--- src/rtl/core/mbtcp_pkg.sv ---
// ---------------------------------------------------------------------------
// Modbus/TCP header extractor package
// Frame offsets, register indexes, status codes and stream widths.
// ---------------------------------------------------------------------------
`default_nettype none

package mbtcp_pkg;

    localparam int MAX_FRAME_BYTES_DEF = 65536;

    localparam int ETH_HEADER_BYTES = 14;
    localparam int IP_PROTO_OFFSET  = 23;
    localparam int SRC_IP_OFFSET    = 26;
    localparam int DST_IP_OFFSET    = 30;
    localparam int TCP_DOFF_OFFSET  = 12;
    localparam int MBAP_BYTES       = 7;
    localparam int PDU_KEEP         = 5;

    localparam logic [7:0] TCP_PROTOCOL = 8'd6;

    localparam int IN_TDATA_W  = 40;
    localparam int OUT_TDATA_W = 144;
    localparam int CFG_INDEX_W = 2;
    localparam int CFG_DATA_W  = 16;

    localparam logic [15:0] SERVICE_PORT_RST = 16'd502;
    localparam logic [7:0]  READ_FC_RST      = 8'd3;
    localparam logic [7:0]  WRITE_FC_RST     = 8'd6;

    typedef enum logic [CFG_INDEX_W-1:0] {
        REG_SERVICE_PORT = 2'd0,
        REG_READ_FC      = 2'd1,
        REG_WRITE_FC     = 2'd2
    } cfg_reg_t;

    localparam logic [1:0] STATUS_OK        = 2'd0;
    localparam logic [1:0] STATUS_SHORT_PDU = 2'd1;
    localparam logic [1:0] STATUS_SHORT_RW  = 2'd2;

endpackage

`default_nettype wire

--- src/rtl/core/modbus_tcp_header_extractor.sv ---
// ---------------------------------------------------------------------------
// Modbus/TCP header extractor
// Parses captured Ethernet frames byte by byte and reports IPv4 addresses,
// the Modbus function code, register address and value at frame end.
// ---------------------------------------------------------------------------
// The block takes one frame byte in every cycle; s_tready drops only while a
// finished result sits in the output register and m_tready is low. Each byte
// passes through one stage of offset compares against the running byte
// position, and the result of a frame appears on the master side in the cycle
// after its last byte is accepted. Frames that fail the TCP or port check, or
// carry no PDU byte after the MBAP header, give no result. No clearing pass
// follows reset; all frame state is in flip-flops.
`default_nettype none

module modbus_tcp_header_extractor #(
    parameter int MAX_FRAME_BYTES = mbtcp_pkg::MAX_FRAME_BYTES_DEF
) (
    input  wire logic                               clk,
    input  wire logic                               rst_n,
    input  wire logic                               s_tvalid,
    output logic                                    s_tready,
    // frame_byte [7:0], timestamp_ms [39:8]
    input  wire logic [mbtcp_pkg::IN_TDATA_W-1:0]   s_tdata,
    input  wire logic                               s_tlast,
    output logic                                    m_tvalid,
    input  wire logic                               m_tready,
    // source_address [31:0], destination_address [63:32], function_code [71:64],
    // register_address [87:72], register_value [103:88], packet_time [135:104],
    // parse_status [137:136], zero fill above
    output logic [mbtcp_pkg::OUT_TDATA_W-1:0]       m_tdata,
    input  wire logic                               cfg_wr_en,
    input  wire logic [mbtcp_pkg::CFG_INDEX_W-1:0]  cfg_index,
    input  wire logic [mbtcp_pkg::CFG_DATA_W-1:0]   cfg_wdata
);

    import mbtcp_pkg::*;

    localparam int POS_W = $clog2(MAX_FRAME_BYTES + 1);
    localparam int CMP_W = (POS_W > 8) ? POS_W : 8;

    logic [15:0]      service_port_reg;
    logic [7:0]       read_fc_reg;
    logic [7:0]       write_fc_reg;

    logic [POS_W-1:0] pos_reg,       pos_next;
    logic [3:0]       ihl_reg,       ihl_next;
    logic [3:0]       thw_reg,       thw_next;
    logic             is_tcp_reg,    is_tcp_next;
    logic [15:0]      sport_reg,     sport_next;
    logic [7:0]       dport_hi_reg,  dport_hi_next;
    logic             matched_reg,   matched_next;
    logic [31:0]      src_ip_reg,    src_ip_next;
    logic [31:0]      dst_ip_reg,    dst_ip_next;
    logic [7:0]       pdu_reg [PDU_KEEP];
    logic [7:0]       pdu_next [PDU_KEEP];
    logic [2:0]       cnt_reg,       cnt_next;

    logic             out_valid_reg;
    logic [31:0]      out_src_reg,   out_dst_reg,   out_time_reg;
    logic [7:0]       out_fc_reg;
    logic [15:0]      out_addr_reg,  out_val_reg;
    logic [1:0]       out_status_reg;

    logic             s_accept;
    logic             emit;
    logic [7:0]       byte_in;
    logic [CMP_W-1:0] p_ext;
    logic [CMP_W-1:0] tcp_start;
    logic [CMP_W-1:0] pdu_start;
    logic [7:0]       fc;
    logic [15:0]      addr;
    logic [15:0]      val;
    logic [1:0]       status;
    logic [31:0]      src_ip_fin;
    logic [31:0]      dst_ip_fin;

    assign s_tready = !out_valid_reg || m_tready;
    assign s_accept = s_tvalid && s_tready;
    assign byte_in  = s_tdata[7:0];
    assign p_ext    = CMP_W'(pos_reg);

    always_comb
    begin
        pos_next      = pos_reg;
        ihl_next      = ihl_reg;
        thw_next      = thw_reg;
        is_tcp_next   = is_tcp_reg;
        sport_next    = sport_reg;
        dport_hi_next = dport_hi_reg;
        matched_next  = matched_reg;
        src_ip_next   = src_ip_reg;
        dst_ip_next   = dst_ip_reg;
        pdu_next      = pdu_reg;
        cnt_next      = cnt_reg;
        tcp_start     = '0;
        pdu_start     = '0;
        emit          = 1'b0;
        fc            = '0;
        addr          = '0;
        val           = '0;
        status        = STATUS_OK;
        src_ip_fin    = '0;
        dst_ip_fin    = '0;
        if (s_accept)
        begin
            if (pos_reg < POS_W'(MAX_FRAME_BYTES))
            begin
                pos_next = pos_reg + 1'b1;
                if (p_ext == CMP_W'(ETH_HEADER_BYTES))
                begin
                    ihl_next = byte_in[3:0];
                end
                tcp_start = CMP_W'(ETH_HEADER_BYTES) + CMP_W'({ihl_next, 2'b00});
                if (p_ext == CMP_W'(IP_PROTO_OFFSET))
                begin
                    is_tcp_next = (byte_in == TCP_PROTOCOL);
                end
                case (p_ext)
                    CMP_W'(SRC_IP_OFFSET):     src_ip_next[31:24] = byte_in;
                    CMP_W'(SRC_IP_OFFSET + 1): src_ip_next[23:16] = byte_in;
                    CMP_W'(SRC_IP_OFFSET + 2): src_ip_next[15:8]  = byte_in;
                    CMP_W'(SRC_IP_OFFSET + 3): src_ip_next[7:0]   = byte_in;
                    CMP_W'(DST_IP_OFFSET):     dst_ip_next[31:24] = byte_in;
                    CMP_W'(DST_IP_OFFSET + 1): dst_ip_next[23:16] = byte_in;
                    CMP_W'(DST_IP_OFFSET + 2): dst_ip_next[15:8]  = byte_in;
                    CMP_W'(DST_IP_OFFSET + 3): dst_ip_next[7:0]   = byte_in;
                    default: ;
                endcase
                if (p_ext == tcp_start)
                begin
                    sport_next = {byte_in, 8'd0};
                end
                if (p_ext == tcp_start + CMP_W'(1))
                begin
                    sport_next[7:0] = byte_in;
                end
                if (p_ext == tcp_start + CMP_W'(2))
                begin
                    dport_hi_next = byte_in;
                end
                if (p_ext == tcp_start + CMP_W'(3))
                begin
                    matched_next = (sport_next == service_port_reg)
                                || ({dport_hi_next, byte_in} == service_port_reg);
                end
                if (p_ext == tcp_start + CMP_W'(TCP_DOFF_OFFSET))
                begin
                    thw_next = byte_in[7:4];
                end
                pdu_start = tcp_start + CMP_W'({thw_next, 2'b00}) + CMP_W'(MBAP_BYTES);
                if (thw_next >= 4'd2 && p_ext >= pdu_start
                    && cnt_reg < 3'(PDU_KEEP))
                begin
                    pdu_next[cnt_reg] = byte_in;
                    cnt_next          = cnt_reg + 3'd1;
                end
            end
            if (s_tlast)
            begin
                src_ip_fin = src_ip_next;
                dst_ip_fin = dst_ip_next;
                emit = is_tcp_next && matched_next && (thw_next >= 4'd2)
                    && (cnt_next != 3'd0);
                if (cnt_next < 3'd2)
                begin
                    status = STATUS_SHORT_PDU;
                end
                else
                begin
                    fc = pdu_next[0];
                    if (fc == read_fc_reg || fc == write_fc_reg)
                    begin
                        if (cnt_next >= 3'(PDU_KEEP))
                        begin
                            addr = {pdu_next[1], pdu_next[2]};
                            if (fc != read_fc_reg)
                            begin
                                val = {pdu_next[3], pdu_next[4]};
                            end
                        end
                        else
                        begin
                            status = STATUS_SHORT_RW;
                        end
                    end
                end
                pos_next      = '0;
                ihl_next      = '0;
                thw_next      = '0;
                is_tcp_next   = 1'b0;
                sport_next    = '0;
                dport_hi_next = '0;
                matched_next  = 1'b0;
                src_ip_next   = '0;
                dst_ip_next   = '0;
                cnt_next      = '0;
            end
        end
    end

    always_ff @(posedge clk or negedge rst_n)
    begin
        if (!rst_n)
        begin
            service_port_reg <= SERVICE_PORT_RST;
            read_fc_reg      <= READ_FC_RST;
            write_fc_reg     <= WRITE_FC_RST;
        end
        else if (cfg_wr_en)
        begin
            unique case (cfg_index)
                REG_SERVICE_PORT: service_port_reg <= cfg_wdata;
                REG_READ_FC:      read_fc_reg      <= cfg_wdata[7:0];
                REG_WRITE_FC:     write_fc_reg     <= cfg_wdata[7:0];
                default: ;
            endcase
        end
    end

    always_ff @(posedge clk or negedge rst_n)
    begin
        if (!rst_n)
        begin
            pos_reg       <= '0;
            ihl_reg       <= '0;
            thw_reg       <= '0;
            is_tcp_reg    <= 1'b0;
            sport_reg     <= '0;
            dport_hi_reg  <= '0;
            matched_reg   <= 1'b0;
            src_ip_reg    <= '0;
            dst_ip_reg    <= '0;
            cnt_reg       <= '0;
            out_valid_reg <= 1'b0;
        end
        else
        begin
            pos_reg      <= pos_next;
            ihl_reg      <= ihl_next;
            thw_reg      <= thw_next;
            is_tcp_reg   <= is_tcp_next;
            sport_reg    <= sport_next;
            dport_hi_reg <= dport_hi_next;
            matched_reg  <= matched_next;
            src_ip_reg   <= src_ip_next;
            dst_ip_reg   <= dst_ip_next;
            cnt_reg      <= cnt_next;
            if (s_tready)
            begin
                out_valid_reg <= emit;
            end
        end
    end

    always_ff @(posedge clk)
    begin
        pdu_reg <= pdu_next;
        if (s_tready && emit)
        begin
            out_src_reg    <= src_ip_fin;
            out_dst_reg    <= dst_ip_fin;
            out_fc_reg     <= fc;
            out_addr_reg   <= addr;
            out_val_reg    <= val;
            out_time_reg   <= s_tdata[39:8];
            out_status_reg <= status;
        end
    end

    assign m_tvalid = out_valid_reg;
    assign m_tdata  = {6'd0, out_status_reg, out_time_reg, out_val_reg, out_addr_reg,
                       out_fc_reg, out_dst_reg, out_src_reg};

endmodule

`default_nettype wire

--- config.mk ---
export PLATFORM = sky130hd
export DESIGN_NAME = modbus_tcp_header_extractor
export DESIGN_NICKNAME = d
export VERILOG_FILES = /design/src/rtl/core/mbtcp_pkg.sv /design/src/rtl/core/modbus_tcp_header_extractor.sv
export SDC_FILE = /design/constraint.sdc
export NUM_CORES = 1
export LEC_CHECK = 0
export ABC_CLOCK_PERIOD_IN_PS = 29900
export BUFFER_PORTS_ARGS = -buffer_cell sky130_fd_sc_hd__buf_4
export CAP_MARGIN = 40
export CELL_PAD_IN_SITES_DETAIL_PLACEMENT = 1
export CELL_PAD_IN_SITES_GLOBAL_PLACEMENT = 1
export CORE_UTILIZATION = 25
export DETAILED_ROUTE_END_ITERATION = 10
export MAX_ROUTING_LAYER = met4
export PLACE_DENSITY_LB_ADDON = 0.1
export SKIP_CTS_REPAIR_TIMING = 1
export SLEW_MARGIN = 5
export SYNTH_ARGS = -nofsm -noshare
export SYNTH_HDL_FRONTEND = slang
export SYNTH_SLANG_ARGS = --single-unit
--- constraint.sdc ---
create_clock -name clk -period 29.9 [get_ports clk]
set_clock_uncertainty 0.1 [all_clocks]
set_input_delay 1.495 -clock clk [delete_from_list [all_inputs] [get_ports clk]]
set_output_delay 1.495 -clock clk [all_outputs]
set_load 0.005 [all_outputs]
# Word level (Yosys, flattened, before mapping)
# Index checks and enable logic that the tools add are counted.
word_totals:
  regBits: 329
  output_inout_bits: 146
  inputBits: 64
  word_cells: 159
op_classes:
  addsub: 9
  bitwise: 6
  muxes: 61
  n_eq_ne: 23
  n_reduce_logical: 24
  magnitude_cmp: 9
op_table:
  columns: ["operator", "n"]
  rows:
  - ["$mux W8", 17]
  - ["$mux W32", 4]
  - ["$mux W40", 3]
  - ["$eq A17 B5 Y1 const B", 7]
  - ["$mux W16", 5]
  - ["$eq A17 B8 Y1", 4]
  - ["$mux W4", 11]
  - ["$bwmux W40", 1]
  - ["$eq A17 B6 Y1 const B", 2]
  - ["$mux W17", 2]
  - ["$eq A16 B16 Y1", 2]
  - ["$demux W8 S3", 1]
  - ["$add A17 B1 Y17 const B", 1]
  - ["$eq A17 B4 Y1 const B", 1]
  - ["$eq A17 B7 Y1", 1]
  - ["$ge A17 B9 Y1", 1]
  - ["$lt A17 B17 Y1 const B", 1]
  - ["$add A7 B2 Y8 const B", 2]
  - ["$eq A8 B8 Y1", 2]
  - ["$mux W1", 12]
  - ["$mux W3", 4]
  - ["$reduce_and A2 Y1", 5]
  - ["$add A8 B3 Y9 const B", 1]
  - ["$add A7 B1 Y8 const B", 1]
  - ["other kinds (27)", 41]

# Depth between registers and ports, before layout
logic_depth:
  word_depth: 23
  depth_mapped: 35
  mapped_depth_nobuf: 31

# Worst setup path before layout
# No wires, ideal clock.
synth_timing:
  path_kind: "input to register"
  from: "input port s_tdata[0] (netlist bit)"
  to: "register out_addr_reg[0], enable pin"
  t_required_ps: 28961
  path_slack_ps: 12018
  path_buffers: 3
  arrival_ps: 16943
  setup_ps: 839
  cell_stages: 23
  path_cell_list: "clkbuf_1 > clkbuf_1 > clkbuf_1 > mux2i_1 > inv_1 > ha_1 > mux2_2 > a21oi_1 > o211ai_1 > xnor2_1 > nor3_4 > mux2_2 > ha_1 > fa_1 > inv_1 > ha_1 > o21a_1 > o21ai_0 > a2111oi_0 > nor2_1 > nor4_4 > o2111ai_1 > a211oi_1"
synth_between:
  elab_chain_len: 22
synth_rtl:
  columns: ["element", "line_no", "source"]
  rows:
  - ["start, declared", "modbus_tcp_header_extractor.sv:23", "input wire logic [mbtcp_pkg::IN_TDATA_W-1:0] s_tdata,"]
  - ["$mux W4", "modbus_tcp_header_extractor.sv:109", "if (p_ext == CMP_W'(ETH_HEADER_BYTES))"]
  - ["$mux W4", "modbus_tcp_header_extractor.sv:106", "if (pos_reg < POS_W'(MAX_FRAME_BYTES))"]
  - ["$mux W4", "modbus_tcp_header_extractor.sv:104", "if (s_accept)"]
  - ["$add A4 B6 Y7", "modbus_tcp_header_extractor.sv:113", "tcp_start = CMP_W'(ETH_HEADER_BYTES) + CMP_W'({ihl_next, 2'b00});"]
  - ["$add A7 B4 Y8 / $eq A17 B7 Y1 (equally long branches)", "modbus_tcp_header_extractor.sv:146, modbus_tcp_header_extractor.sv:129", null]
  - ["$eq A17 B8 Y1 / $mux W16 (equally long branches)", "modbus_tcp_header_extractor.sv:146, modbus_tcp_header_extractor.sv:129", null]
  - ["$mux W4 / $mux W16 (equally long branches)", "modbus_tcp_header_extractor.sv:146, modbus_tcp_header_extractor.sv:106", null]
  - ["$mux W4 / $mux W16 (equally long branches)", "modbus_tcp_header_extractor.sv:106, modbus_tcp_header_extractor.sv:104", null]
  - ["[6 not listed]", null, null]
  - ["$mux W3 / $mux W1 (equally long branches)", "modbus_tcp_header_extractor.sv:151, modbus_tcp_header_extractor.sv:106", null]
  - ["$mux W3 / $mux W1 (equally long branches)", "modbus_tcp_header_extractor.sv:106, modbus_tcp_header_extractor.sv:104", null]
  - ["$mux W3 / $logic_and A1 B1 Y1 (equally long branches)", "modbus_tcp_header_extractor.sv:104, modbus_tcp_header_extractor.sv:162", null]
  - ["$reduce_bool A3 Y1 / $logic_and A1 B1 Y1 (equally long branches)", "modbus_tcp_header_extractor.sv:163, modbus_tcp_header_extractor.sv:162", null]
  - ["$logic_and A1 B1 Y1 *", "modbus_tcp_header_extractor.sv:163", "&& (cnt_next != 3'd0);"]
  - ["$mux W1 *", "modbus_tcp_header_extractor.sv:158", "if (s_tlast)"]
  - ["$mux W1 *", "modbus_tcp_header_extractor.sv:104", null]
  - ["$logic_and A1 B1 Y1 *", "modbus_tcp_header_extractor.sv:258", "if (s_tready && emit)"]
  - ["end signal, assigned", "modbus_tcp_header_extractor.sv:263", "out_addr_reg <= addr;"]
  - ["end, declared", "modbus_tcp_header_extractor.sv:61", "logic [15:0] out_addr_reg, out_val_reg;"]
# Mark *: on every way between the ends. The rest lies on a longest branch, timed or not. The select of a mux whose other input is x is not followed.
# A chain may end at the register's enable or synchronous reset.

# Worst setup path in the final report
layout_timing:
  from: "register pos_reg[5] (netlist: p_ext[5])"
  to: "register out_dst_reg[13], enable pin"
layout_between:
  elab_chain_len: 23
layout_rtl:
  columns: ["element", "line_no", "source"]
  rows:
  - ["start, declared", "modbus_tcp_header_extractor.sv:45", "logic [POS_W-1:0] pos_reg, pos_next;"]
  - ["start signal, assigned", "modbus_tcp_header_extractor.sv:238", "pos_reg <= pos_next;"]
  - ["$eq A17 B4 Y1", "modbus_tcp_header_extractor.sv:109", null]
  - ["$mux W4", "modbus_tcp_header_extractor.sv:109", null]
  - ["$mux W4", "modbus_tcp_header_extractor.sv:106", null]
  - ["$mux W4", "modbus_tcp_header_extractor.sv:104", null]
  - ["$add A4 B6 Y7", "modbus_tcp_header_extractor.sv:113", null]
  - ["$add A7 B4 Y8 / $eq A17 B7 Y1 (equally long branches)", "modbus_tcp_header_extractor.sv:146, modbus_tcp_header_extractor.sv:129", null]
  - ["$eq A17 B8 Y1 / $mux W16 (equally long branches)", "modbus_tcp_header_extractor.sv:146, modbus_tcp_header_extractor.sv:129", null]
  - ["$mux W4 / $mux W16 (equally long branches)", "modbus_tcp_header_extractor.sv:146, modbus_tcp_header_extractor.sv:106", null]
  - ["[7 not listed]", null, null]
  - ["$mux W3 / $mux W1 (equally long branches)", "modbus_tcp_header_extractor.sv:151, modbus_tcp_header_extractor.sv:106", null]
  - ["$mux W3 / $mux W1 (equally long branches)", "modbus_tcp_header_extractor.sv:106, modbus_tcp_header_extractor.sv:104", null]
  - ["$mux W3 / $logic_and A1 B1 Y1 (equally long branches)", "modbus_tcp_header_extractor.sv:104, modbus_tcp_header_extractor.sv:162", null]
  - ["$reduce_bool A3 Y1 / $logic_and A1 B1 Y1 (equally long branches)", "modbus_tcp_header_extractor.sv:163, modbus_tcp_header_extractor.sv:162", null]
  - ["$logic_and A1 B1 Y1 *", "modbus_tcp_header_extractor.sv:163", null]
  - ["$mux W1 *", "modbus_tcp_header_extractor.sv:158", null]
  - ["$mux W1 *", "modbus_tcp_header_extractor.sv:104", null]
  - ["$logic_and A1 B1 Y1 *", "modbus_tcp_header_extractor.sv:258", null]
  - ["end signal, assigned", "modbus_tcp_header_extractor.sv:261", "out_dst_reg <= dst_ip_fin;"]
  - ["end, declared", "modbus_tcp_header_extractor.sv:59", "logic [31:0] out_src_reg, out_dst_reg, out_time_reg;"]
# Marks and branches as above.

==> out/metrics.cfg <==
[run_status]
status=finished clean

[pwr]
irDropWorstVdd_mv=0.0346
p_per_area_mw_per_mm2=57.0
p_leak_nw=7.84

[sta]
slew_headroom_pct=31.1
tightest_slew_ns=1.01
fin_crit_sh_pct=32.1
finalHoldViolCount=0
max_freq_mhz=104
rsz0062_at_grt=no
final.setup.tns_ns=0
post-route-min-period_ns=9.60
slew_violations=0
setup_viol=0

[setup_path]
r2r_slack_ns=20.30
end_kind=flip-flop
critical_path_class=reg -> reg
worst-r2r-cell-count=26
worstReg2RegEnd=out_dst_reg[13]
cp_data_arrival_time_ns=9.69
critPathLaunchType=flip-flop
path_max_fanout=64
cp_data_required_time_ns=29.99
regToRegStartpoint=p_ext[5]

[grt]
antenna_found_initial=3
grt_pass1_vias=13200
grt_pass1_wl_um=85900
grt_usage_pct=17.4
grt_max_degree=65
grt-ovfl-total=0

[logic_synthesis]
ys_seq_elements=329
post_synth_num_cell_types=90
synthCells=1492
synthArstFlopShare_pct=45.9
syn_avg_cell_area_um2=11.0
seq_area_frac_synth_pct=55.7
syn_area_mm2=0.0164
synth_edf_count=178
ys_warn_count=0
synthFlopType=edfxtp_1

[layout]
ff_latch_area_mm2=0.00914
layout_common_cells=239 x nand2_1, 215 x buf_4, 178 x edfxtp_1
drive_gt1_share_pct=23.4
largest_reg_flops=40
multi_input_area_mm2=0.00680
final_common_cell=nand2_1
final_net_count=1754
fill_cells=7175
diodes=0
areaGrowthSynthToFinish_pct=23.4
fin_util_pct=31.3

[worst_hold_path]
hold_class=reg -> reg
whs_path_depth=2
worstHoldEndpoint=dst_ip_reg[23]
worstHoldStart=dst_ip_reg[23]

[floorplanning]
initial_core_util_pct=25.4
row_count=93
die_x_um=258
die_area_mm2=0.0667
coreArea_mm2=0.0647
ios=210
dieHeight_um=258

[drt]
drt-initial-drc-count=743
wl_per_cell_um=21.9
vias_per_cell=4.79
drt-pass1-iter-count=5
ant_nets=0
vias=12300
drc=0
wl_um=55900

[place]
hpwl_um=36800
io_buffer_count=203
place_congestion=0.822

[run]
drv_cap=0

[clock_network]
cts_tree=done
clockBufferDepth=3
cts_buffers=42
ctsHtreeMaxLevel=2
cts-root-buf=clkbuf_16
clkTransAtPathRegs_ns=0.06
cts_sinks=329
clk_latency_ns=0.57

Yosys cell counts (23+ instances only):
cell / number / area share [%]
a21boi_0: 55 / 2.5
a21oi_1: 69 / 2.1
a22oi_1: 31 / 1.4
clkbuf_1: 72 / 1.6
dfrtp_1: 140 / 21
edfxtp_1: 178 / 33
inv_1: 35 / 0.80
mux2_2: 52 / 3.6
mux2i_1: 27 / 1.6
nand2_1: 241 / 5.5
nor2_1: 87 / 2.0
o21ai_0: 115 / 3.5
xnor2_1: 50 / 2.7
xor2_1: 23 / 1.2
how the worst max path moves through the flow:
stage / from / end
after floorplan: s_tdata[0] / out_addr_reg[0]
after global placement: s_tdata[0] / out_dst_reg[20]
after detailed placement: p_ext[5] / out_dst_reg[23]
after CTS: p_ext[5] / out_dst_reg[13]
after global routing: p_ext[5] / out_dst_reg[22]
final: p_ext[5] / out_dst_reg[13]
stage by stage:
step / instances / worst slack [ns] / power [mW] / cell area [µm²] / hold slack, ns
after global routing: 2559 / 19.74 / 1.21 / 20300 / 0.400
final: 2559 / 20.30 / 1.15 / 20300 / 0.380
after CTS: 2559 / 20.24 / 1.18 / 20300 / 0.384
after detailed placement: 2481 / 20.31 / 0.653 / 18900 / 0.371
after floorplan: 1497 / 12.02 / 0.605 / 16400 / 0.349
after global placement: 2475 / 20.56 / 0.647 / 18800 / 0.362
where the power goes:
part           internal [mW]  switching, mW  total [mW]
registers              0.507         0.0240       0.531
clock network          0.305          0.207       0.512
logic                 0.0468         0.0646       0.111
total                  0.858          0.295        1.15
critical path, cell delays in order (launching register included):
cell and delay (ns):
dfrtp_1 0.58, nor4b_2 0.49, nand4_1 0.30, nor2_1 0.46, mux2i_1 0.36, inv_1 0.08
ha_1 0.43, mux2_2 0.31, a21oi_1 0.12, o211ai_1 0.13, xnor2_1 0.25, nor3_4 0.46
mux2_2 0.41, ha_1 0.18, ha_1 0.21, fa_1 0.48, inv_1 0.04, ha_1 0.29
o21a_1 0.12, o21ai_0 0.07, a2111oi_0 0.90, nor2_1 0.21, nor4_4 0.55, o2111ai_1 0.29
a211oi_4 0.25, buf_4 0.32, buf_4 0.70
area by class of cell:
| class | instances | area share (%) |
|---|---|---|
| flip-flops and latches | 329 | 45.1 |
| multi-input cells | 1039 | 33.6 |
| repair buffers | 222 | 8.63 |
| clock buffers | 59 | 5.70 |
| well taps | 855 | 5.28 |
| clock inverters | 19 | 1.05 |
| inverters | 36 | 0.667 |
kinds of logic after synthesis:
kind of cell	share of synthesized area [%]
compound gates	13.7
xor+xnor	4.03
fa+ha+maj	1.63
buf+inv	3.26
flops	55.7
mux	6.74
other cells	0.0228
simple gates	14.9
layer usage:
metal	GRT usage (%)	share of wire [%]	wire, µm
met3	2.57	3.4	1890
met4	4.21	1.9	1080
met1	22.5	46	25600
met2	28.5	49	27400
met5	-	0	0
Note: power is estimated with default switching activity, not from simulation.
